File: config.mk
export PLATFORM = sky130hd
export DESIGN_NAME = tli_div
export DESIGN_NICKNAME = d
export VERILOG_FILES = /design/src/rtl/tli_pkg.sv /design/src/rtl/tli_div.sv
export SDC_FILE = /design/constraint.sdc
export NUM_CORES = 1
export LEC_CHECK = 0
export ABC_AREA = 1
export BUFFER_PORTS_ARGS = -buffer_cell sky130_fd_sc_hd__clkbuf_2
export CAP_MARGIN = 0
export CORE_MARGIN = 1.5
export CORE_UTILIZATION = 58
export CTS_BUF_LIST = sky130_fd_sc_hd__clkbuf_4
export DETAILED_ROUTE_END_ITERATION = 7
export GPL_ROUTABILITY_DRIVEN = 1
export PLACE_DENSITY_LB_ADDON = 0.2
export RECOVER_POWER = 100
export SYNTH_ARGS = -nofsm -noshare
export SYNTH_HDL_FRONTEND = slang
export SYNTH_SLANG_ARGS = --single-unit
File: constraint.sdc
create_clock -name clk_i -period 6.35 [get_ports clk_i]
set_input_delay 0.9525 -clock clk_i [delete_from_list [all_inputs] [get_ports clk_i]]
set_output_delay 0.9525 -clock clk_i [all_outputs]
set_load 0.01 [all_outputs]
File: src/rtl/tli_pkg.sv
// Shared types and constants for the table linear interpolation core.
// No dependencies; used by tli_div and table_linear_interpolation_core.
package tli_pkg;

  localparam int unsigned DefMaxPoints  = 64;
  localparam int unsigned DefMaxColumns = 8;

  localparam int unsigned NumW  = 49;  // |x - t0| * 2^16
  localparam int unsigned DenW  = 33;  // |t1 - t0|
  localparam int unsigned FracW = 17;  // fraction in [0, 1.0] as Q.16
  localparam logic [FracW-1:0] FracOne = 17'h10000;

  typedef enum logic [1:0] {
    OP_TIME   = 2'd0,
    OP_SAMPLE = 2'd1,
    OP_QUERY  = 2'd2,
    OP_NONE   = 2'd3
  } op_e;

  typedef enum logic [1:0] {
    REG_POINTS  = 2'd0,
    REG_COLUMNS = 2'd1,
    REG_RSVD2   = 2'd2,
    REG_RSVD3   = 2'd3
  } reg_e;

  typedef enum logic [2:0] {
    ST_IDLE,
    ST_SCAN_RD,
    ST_SCAN_CMP,
    ST_DIV_WAIT,
    ST_COL_RD0,
    ST_COL_RD1,
    ST_COL_DIFF,
    ST_COL_OUT
  } state_e;

  typedef struct packed {
    logic            start;
    logic [NumW-1:0] num;
    logic [DenW-1:0] den;
  } div_req_t;

endpackage

File: src/rtl/tli_div.sv
// Bit-serial restoring divider for the interpolation fraction.
// Depends on tli_pkg for widths and the request struct.
module tli_div (
  input  logic                    clk_i,
  input  logic                    rst_ni,
  input  tli_pkg::div_req_t       req_i,
  output logic                    done_o,
  output logic [tli_pkg::NumW-1:0] quo_o
);

  localparam int unsigned CntW = $clog2(tli_pkg::NumW + 1);
  localparam int unsigned RemW = tli_pkg::DenW + 1;

  logic [RemW-1:0]          rem_q, rem_d, rem_sh;
  logic [tli_pkg::NumW-1:0] quo_q, quo_d;
  logic [tli_pkg::DenW-1:0] den_q, den_d;
  logic [CntW-1:0]          cnt_q, cnt_d;
  logic                     busy_q, busy_d, done_q, done_d;
  logic                     ge;

  always_comb begin
    rem_sh = {rem_q[RemW-2:0], quo_q[tli_pkg::NumW-1]};
    ge     = rem_sh >= {1'b0, den_q};
    rem_d  = rem_q;
    quo_d  = quo_q;
    den_d  = den_q;
    cnt_d  = cnt_q;
    busy_d = busy_q;
    done_d = 1'b0;
    if (req_i.start) begin
      rem_d  = '0;
      quo_d  = req_i.num;
      den_d  = req_i.den;
      cnt_d  = '0;
      busy_d = 1'b1;
    end else if (busy_q) begin
      rem_d = ge ? rem_sh - {1'b0, den_q} : rem_sh;
      quo_d = {quo_q[tli_pkg::NumW-2:0], ge};
      cnt_d = cnt_q + 1'b1;
      if (cnt_q == CntW'(tli_pkg::NumW - 1)) begin
        busy_d = 1'b0;
        done_d = 1'b1;
      end
    end
  end

  always_ff @(posedge clk_i or negedge rst_ni) begin
    if (!rst_ni) begin
      busy_q <= 1'b0;
      done_q <= 1'b0;
      cnt_q  <= '0;
    end else begin
      busy_q <= busy_d;
      done_q <= done_d;
      cnt_q  <= cnt_d;
    end
  end

  always_ff @(posedge clk_i) begin
    rem_q <= rem_d;
    quo_q <= quo_d;
    den_q <= den_d;
  end

  assign done_o = done_q;
  assign quo_o  = quo_q;

endmodule

==> Yosys cells after proc, flatten, opt, wreduce, memory -nomap -nowiden <==
Cells that the tools add are included.
{ "totals": {"ff_bits": 123, "latchBits": 0, "ram_bits": 0, "mem_bits_ro": 0, "out_inout_bits": 50, "mem_count": 0} }
{ "op_classes": {"addsub": 2, "multipliers": 0, "div_mod_pow": 0, "magnitude_cmp": 1, "n_eq_ne": 1, "shift": 0, "muxes": 11, "bitwise": 0, "n_reduce_logical": 1} }
{ "op_table": {"columns": ["cell", "count"], "rows": [
  ["$mux 49", 2],
  ["$ge 34x33->1", 1],
  ["$mux 33", 1],
  ["$sub 33x33->33", 1],
  ["$mux 6", 2],
  ["$add 6x1->6 const B", 1],
  ["$eq 6x6->1 const B", 1],
  ["$mux 1", 6],
  ["$reduce_bool 2->1", 1]
]} }

==> Depth between registers and ports, before layout <==
Gate-level depths: netlist (run 1).
{ "logic_depth": {"word_depth": 4, "mapped_depth": 17, "depth_no_buf": 16} }

==> Worst setup path before layout (run 1) <==
No wires, ideal clock.
{ "synth_timing": {"path_kind": "input port to flip-flop", "startpoint": "input req_i[82] in the netlist's numbering", "endpoint": "register quo_q (netlist bit quo_o[0]) (enable)", "setup_time_ns": 0.432, "arrival_time_ns": 2.976, "required_ns": 5.918, "slack_ns": 2.942, "stages": 4, "path_cell_list": "clkbuf_1 nor2_1 inv_1 buf_1"} }
{ "synth_via": {"elab_chain_cells": 1} }
{ "synth_lines": {"columns": ["item", "line", "source"], "rows": [
  ["start, declared", "tli_div.sv:6", "input tli_pkg::div_req_t req_i,"],
  ["$reduce_bool 2->1 (no source line)", null, null],
  ["end signal, assigned", "tli_div.sv:61", "quo_q <= quo_d;"],
  ["end, declared", "tli_div.sv:15", "logic [tli_pkg::NumW-1:0] quo_q, quo_d;"]
]} }
No other way between the ends.
A chain may end at the register's enable or synchronous reset.

==> Worst setup path after layout (run 1) <==
{ "layout_timing": {"startpoint": "input req_i[82] in the netlist's numbering", "endpoint": "register quo_q (netlist bit quo_o[32]) (enable)"} }
Same word-level chain as after synthesis.

==> results_dict.tcl, run 1 <==
set metrics [dict create \
    dieArea_um2 14200 \
    area_delta_synth_final_pct 12.4 \
    regArea_um2 3320 \
    rsz0062_at_grt "no" \
    outcome "complete, but fails checks" \
    core_um2 13200 \
    start_util_pct 59.3 \
    cts_resized 0 \
    cts_tree "done" \
    vias 7087 \
    antenna_found_initial 0 \
    yosys_register_bits 123 \
    period_minus_slack_ps 3980 \
    setup_tns_ps 0 \
    path_max_fanout 42 \
    grt_pass1_vias 6556 \
    power.leakage_nw 4.74 \
    hold_class "input pin to asynchronous set/reset pin" \
    drive_gt1_share_pct 11.6 \
    routed_wirelength_um 18500 \
    synth_area_um2 7830 \
    dr.first_iter.drc_count 416 \
    yosysWarnings 0 \
    fin_cells 1421 \
    via_per_inst 4.99 \
    dp_hpwl_um 13900 \
    clock-sinks 123 \
    synthMuxAreaShare_pct 0 \
    fill_cells 1262 \
    crit_family "buffers and inverters" \
    post-route-period-util_pct 62.7 \
    grt_max_degree 58 \
    grt.met3_usage_pct 6.37 \
    worstPathRequired_ps 6550 \
    synthXorXnorAreaFrac_pct 1.68 \
    busiest_layer "met2" \
    finalMaxSlewViolations 86 \
    cts.root.buffer_cell "clkbuf_4" \
    multi_input_area_um2 3620 \
    final_common_cell "nand2_1" \
    synth_top_family_by_area "simple AND/OR/NAND/NOR gates" \
    synth-adder-area-share_pct 5.85 \
    setup_ws_ps 2370 \
    endpoint_kind "flip-flop" \
    gp_congestion 0.980 \
    antenna_cells 0 \
    synth_top_area_share_pct 31.5 \
    cts_setup_buffers 0 \
    r2r-start "quo_o[48]$_DFFE_PP_" \
    gr-total-overflow 0 \
    ant_nets 0 \
    path_common_cell "clkbuf_1" \
    maxCapViolCount 2 \
    wl_per_cell_um 13.0 \
    drc 0 \
    clk_pin_slew_worst_paths_ps 120 \
    syn-num-nets 1222 \
    max_freq_mhz 251 \
    path_cells "clkbuf_1 > nor2_1 > clkbuf_1 > inv_1 > buf_4" \
    mostFrequentLayoutCells "nand2_1 (474), inv_1 (179), nand3_1 (88)" \
    clock_latency_ps 560 \
    met2_usage_pct 46.5 \
    synth_area_leaders "edfxtp_1 (31%), nand2_1 (23%), inv_1 (8.5%), dfxtp_1 (8.4%), ha_1 (5.6%)" \
    setup_viol 0 \
    netlist-cell-type-count 35 \
    dpl.cell_count 1389 \
    grt_pass1_wl_um 30200 \
    die_x_um 119 \
    synth_cells 1101 \
    cts_buffer_depth 2 \
    slowest_delay_ps 1210 \
    cts.htree.levels 4 \
    cp_slowest_cell "clkbuf_1" \
    synth_seq_area_share_pct 42.5 \
    violations "capacitance limit, slew limit" \
    max-slew-margin-rel_pct -15.1 \
    synth-simple-area-share_pct 35.7 \
    tightest_slew_ps 1730 \
    num_io_pins 135 \
    chipHeight_um 119 \
    clock_skew_ps 15.5 \
    drt_first_pass_iters 5 \
    numPortBuffers 134 \
    numCtsBuffers 17 \
    preCtsSetupSlack_ps 3340 \
    grt_usage_pct 26.7 \
    rows 42 \
    final_hold_viol_count 0 \
    crit_path_start "req_i[82]" \
    cp.arrival_ps 4180 \
    synth.largest_area_cell "edfxtp_1" \
    cts_hold_buffers 0 \
    avgSynthCellArea_um2 7.11 \
    grtUsageMet1_pct 33.8 \
    crit_type "input pin to flip-flop" \
    synth_compound_area_share_pct 3.25 \
    timing.critical_path.buf_inv 4 \
    cp-start-kind "input pin" \
    ir_drop_v 0.000181 \
    final_nets 1353 \
    p_per_area_nw_per_um2 380 \
]
## state kept, by name (all words and copies together) (netlist names)
name	cells
busy_q	1
quo_o	49
rem_q	33
den_q	33
done_o	1
cnt_q	6
## cell type report
type / count / area share (%)
multi-input cells: 758 / 41.2
flip-flops and latches: 123 / 37.8
inverters: 194 / 8.28
repair buffers: 138 / 7.18
well taps: 176 / 2.50
clock inverters: 15 / 1.59
clock buffers: 17 / 1.45
## stage by stage
step                hold WS (ps)  power (W)  utilization (%)  cell area, um^2
CTS                          202    0.00336             67.3             8880
detailed placement           460    0.00282             65.3             8610
global placement             458    0.00278             65.3             8610
floorplan                    444    0.00245                -             7830
finish                       334    0.00334             66.7             8790
global route                 315    0.00363             66.7             8790
## path summary, 6_finish.rpt
| path | endpoint | slack (ps) | depth (start not counted) |
|---|---|---|---|
| setup / recovery | quo_o[32]$_DFFE_PP_ | 2370 | 5 |
| hold / removal | done_o$_DFF_PN0_ | 330 | 1 |
| setup reg to reg | rem_q[22]$_SDFFE_PP0P_ | 2560 | 13 |
| hold reg to reg | rem_q[23]$_SDFFE_PP0P_ | 480 | 2 |
| max in group asynchronous | cnt_q[0]$_DFFE_PN0P_ | 5650 | 1 |
| min in group clk_i | rem_q[23]$_SDFFE_PP0P_ | 480 | 2 |
## synthesized netlist by cell type
master / number
nor3_2: 1
nand3b_1: 13
nor2_8: 1
nor3_1: 7
nor4_4: 1
clkinv_1: 5
nand2_4: 2
dfrtp_1: 8
a21oi_1: 23
nand4_1: 10
inv_2: 11
nor2_4: 2
nand2_1: 473
xnor2_1: 15
nor2_2: 3
fa_1: 1
buf_6: 5
a31oi_1: 1
o21ai_0: 6
nand3_1: 87
nor2_1: 46
inv_1: 178
nor3b_1: 1
edfxtp_1: 82
buf_2: 5
nand3_2: 2
nand2_2: 7
buf_1: 2
and2_1: 4
o21ai_1: 10
o21bai_1: 6
dfxtp_1: 33
ha_1: 35
o211ai_1: 1
clkbuf_1: 14
## kinds of logic (layout without fill, tap and decap cells)
logic type               count (synthesis)  count (layout)
buffers and inverters                  220             364
AND/OR/NAND/NOR                        660             660
flip-flops                             123             123
adder cells (fa/ha/maj)                 36              36
XOR/XNOR                                15              15
AO/OA/AOI/OAI                           47              47
## metal layers
layer	part of all wire [%]	vias up
met5	0	-
met4	0.80	0
met3	6.2	17
met2	49	199
met1	45	3191
li1	-	3680
## where the power goes
part	switching [W]	internal, W	leakage (nW)	total [W]
logic	0.00110	0.000609	3.36	0.00171
registers	0.0000911	0.00101	1.24	0.00110
clock network	0.000336	0.000201	0.137	0.000537
total	0.00153	0.00182	4.74	0.00334
Power figures use the tool's default switching activity.
==> run 2: changes to the inputs <==
--- a/config.mk
+++ b/config.mk
@@ -5,11 +5,11 @@
 export SDC_FILE = /design/constraint.sdc
 export NUM_CORES = 1
 export LEC_CHECK = 0
-export ABC_AREA = 1
+export ABC_AREA = 0
 export BUFFER_PORTS_ARGS = -buffer_cell sky130_fd_sc_hd__clkbuf_2
 export CAP_MARGIN = 0
 export CORE_MARGIN = 1.5
-export CORE_UTILIZATION = 58
+export CORE_UTILIZATION = 52
 export CTS_BUF_LIST = sky130_fd_sc_hd__clkbuf_4
 export DETAILED_ROUTE_END_ITERATION = 7
 export GPL_ROUTABILITY_DRIVEN = 1
==> constraint.sdc (replaced) <==
create_clock -name clk_i -period 3.3 [get_ports clk_i]
set_input_delay 0.495 -clock clk_i [delete_from_list [all_inputs] [get_ports clk_i]]
set_output_delay 0.495 -clock clk_i [all_outputs]
set_load 0.01 [all_outputs]
==> results_dict.tcl, run 2 <==
set metrics [dict create \
    fill_cells 1155 \
    gr-total-overflow 0 \
    via_per_inst 5.69 \
    grt_usage_pct 24.5 \
    synth_commonest_cells "edfxtp_1 (82), mux2_2 (51), nand2_1 (48), inv_1 (46), nor2_1 (46)" \
    met1Wirelength_um 7210 \
    yosysWarnings 0 \
    route.met3.wl_um 1310 \
    cts_buffer_depth 2 \
    clk_pin_slew_worst_paths_ps 130 \
    cp-start-kind "flip-flop" \
    grt_max_degree 47 \
    path_max_fanout 3 \
    syn-num-nets 768 \
    die_x_um 119 \
    clock-sinks 123 \
    antenna_found_initial 2 \
    maxCapViolCount 1 \
    mostFrequentLayoutCells "edfxtp_1 (82), clkbuf_2 (81), clkbuf_1 (59)" \
    avgSynthCellArea_um2 10.9 \
    finalInstanceArea_um2 8160 \
    vias 5589 \
    rows 42 \
    gp_congestion 0.941 \
    dp_hpwl_um 12200 \
    final_nets 913 \
    synth_area_um2 7040 \
    dieArea_um2 14200 \
    drt_first_pass_iters 5 \
    ir_drop_v 0.000542 \
    setup_viol 0 \
    clock_skew_ps 28.3 \
    synth_seq_area_share_pct 47.2 \
    ant_nets 0 \
    rsz0062_at_grt "no" \
    hold_depth 1 \
    cts.htree.levels 4 \
    start_util_pct 53.1 \
    power.leakage_nw 3.47 \
    violations "capacitance limit, slew limit" \
    highest-signal-layer "met5" \
    routed_wirelength_um 16700 \
    dpl_cell_area_um2 7850 \
    numPortBuffers 134 \
    regArea_um2 3320 \
    async_reset_ff_share_pct 6.50 \
    worstPathRequired_ps 3760 \
    synth.largest_area_cell "edfxtp_1" \
    final_hold_viol_count 0 \
    wl_per_cell_um 17.0 \
    synth_cells 647 \
    netlist-cell-type-count 69 \
    drive_gt1_share_pct 24.1 \
    grt_pass1_vias 5648 \
    final_common_cell "edfxtp_1" \
    largest_register_ffs 49 \
    post-route-period-util_pct 94.2 \
    multi_input_area_um2 3380 \
    finalMaxSlewViolations 47 \
    synth_area_leaders "edfxtp_1 (35%), dfxtp_1 (9.4%), mux2_2 (8.2%), ha_1 (6.2%), dfrtp_1 (2.8%)" \
    p_per_area_nw_per_um2 762 \
    route.met2.wl_um 7750 \
    cp.arrival_ps 3570 \
    area_delta_synth_final_pct 16.0 \
    max_freq_mhz 322 \
    crit_type "flip-flop to flip-flop" \
    chipHeight_um 119 \
    synth.most_common_cell "edfxtp_1" \
    tightest_slew_ps 2400 \
    core_um2 13200 \
    setup_tns_ps 0 \
    synthFlopType "edfxtp_1" \
    synth_edf_count 82 \
    period_minus_slack_ps 3110 \
    dr.first_iter.drc_count 326 \
    clock_latency_ps 560 \
    drc 0 \
    max-slew-margin-rel_pct -59.9 \
    numCtsBuffers 17 \
    rr_worst_depth 12 \
    cts_tree "done" \
    outcome "complete, but fails checks" \
    yosys_register_bits 123 \
    cts.root.buffer_cell "clkbuf_4" \
    synth_top_area_share_pct 35.0 \
    hold_class "input pin to flip-flop" \
    num_io_pins 135 \
    grt_pass1_wl_um 27600 \
    endpoint_kind "flip-flop" \
]
run 2: cell count changes after synthesis, moves of 10 or more:
| cell | delta |
|---|---|
| a21o_1 | +16 |
| xor2_1 | +10 |
| mux2i_1 | +18 |
| inv_1 | -132 |
| nand3b_1 | -13 |
| o21ai_1 | -10 |
| inv_2 | -11 |
| a21oi_1 | +12 |
| o21ai_0 | +27 |
| nand2_1 | -425 |
| a211oi_1 | +19 |
| nand3_1 | -74 |
| mux2_2 | +51 |
run 2: stage by stage:
step	util (%)	hold WS, ps	total power (W)	worst slack (ps)	instances
2_1_floorplan	-	199	0.00428	261	647
3_3_place_gp	59.3	348	0.00486	216	944
3_5_place_dp	59.3	353	0.00493	71.9	944
4_1_cts	61.8	62.6	0.00617	50.5	977
5_1_grt	61.6	66.3	0.00663	1.06	982
6_report	61.6	98.9	0.00622	191	982
run 2: layer usage:
metal / track usage [%] / vias up
met5: 0 / -
met4: 10.9 / 2
met3: 6.42 / 42
met2: 39.5 / 239
met1: 31.2 / 2611
li1: - / 2695
run 2: worst paths after layout:
kind,startpoint,to,slack (ps)
worst max-delay path,quo_o[48]$_DFFE_PP_,rem_q[28]$_SDFFE_PP0P_,190
worst min-delay path,req_i[29],den_q[29]$_DFFE_PP_,100
worst max register to register,quo_o[48]$_DFFE_PP_,rem_q[28]$_SDFFE_PP0P_,190
worst min register to register,rem_q[8]$_SDFFE_PP0P_,rem_q[8]$_SDFFE_PP0P_,500
max in group asynchronous,rst_ni,cnt_q[2]$_DFFE_PN0P_,2590
min in group asynchronous,rst_ni,cnt_q[5]$_DFFE_PN0P_,390
run 2: timing repair:
item,in CTS,in global routing
gates resized for setup,0,12
endpoints found under the hold margin,8,0
hold buffers,1,0
setup buffers,0,3
setup endpoints to repair,0,27
run 2: cell type report:
class,count,area share (%)
Antenna cell,1,0.0307
Clock buffer,17,1.56
Clock inverter,15,2.41
Inverter,46,2.11
Multi-Input combinational cell,450,41.4
Sequential cell,123,40.7
Tap cell,176,2.70
Timing Repair Buffer,154,9.09
run 2: critical path, stage by stage, from the launching register on:
cell and delay, ps:
edfxtp_1 400, inv_1 70, ha_2 170, inv_1 50, fa_2 350, a21o_1 220
a221o_1 390, a311o_1 370, a21o_1 190, nand4_1 90, mux2_2 320, and3_1 210
a2111oi_4 200
run 2: kinds of logic after synthesis:
family	count (synthesis)	synth area share, %
flops	123	47.2
compound gates	156	15.8
simple gates	160	10.8
buf+inv	74	5.34
xor+xnor	29	3.61
fa+ha+maj	36	6.51
mux	69	10.7
run 2: where the power goes:
group	total, W	internal (W)	switching [W]
Clock	0.00122	0.000600	0.000620
Combinational	0.00282	0.00122	0.00159
Sequential	0.00218	0.00195	0.000232
Total	0.00622	0.00377	0.00245
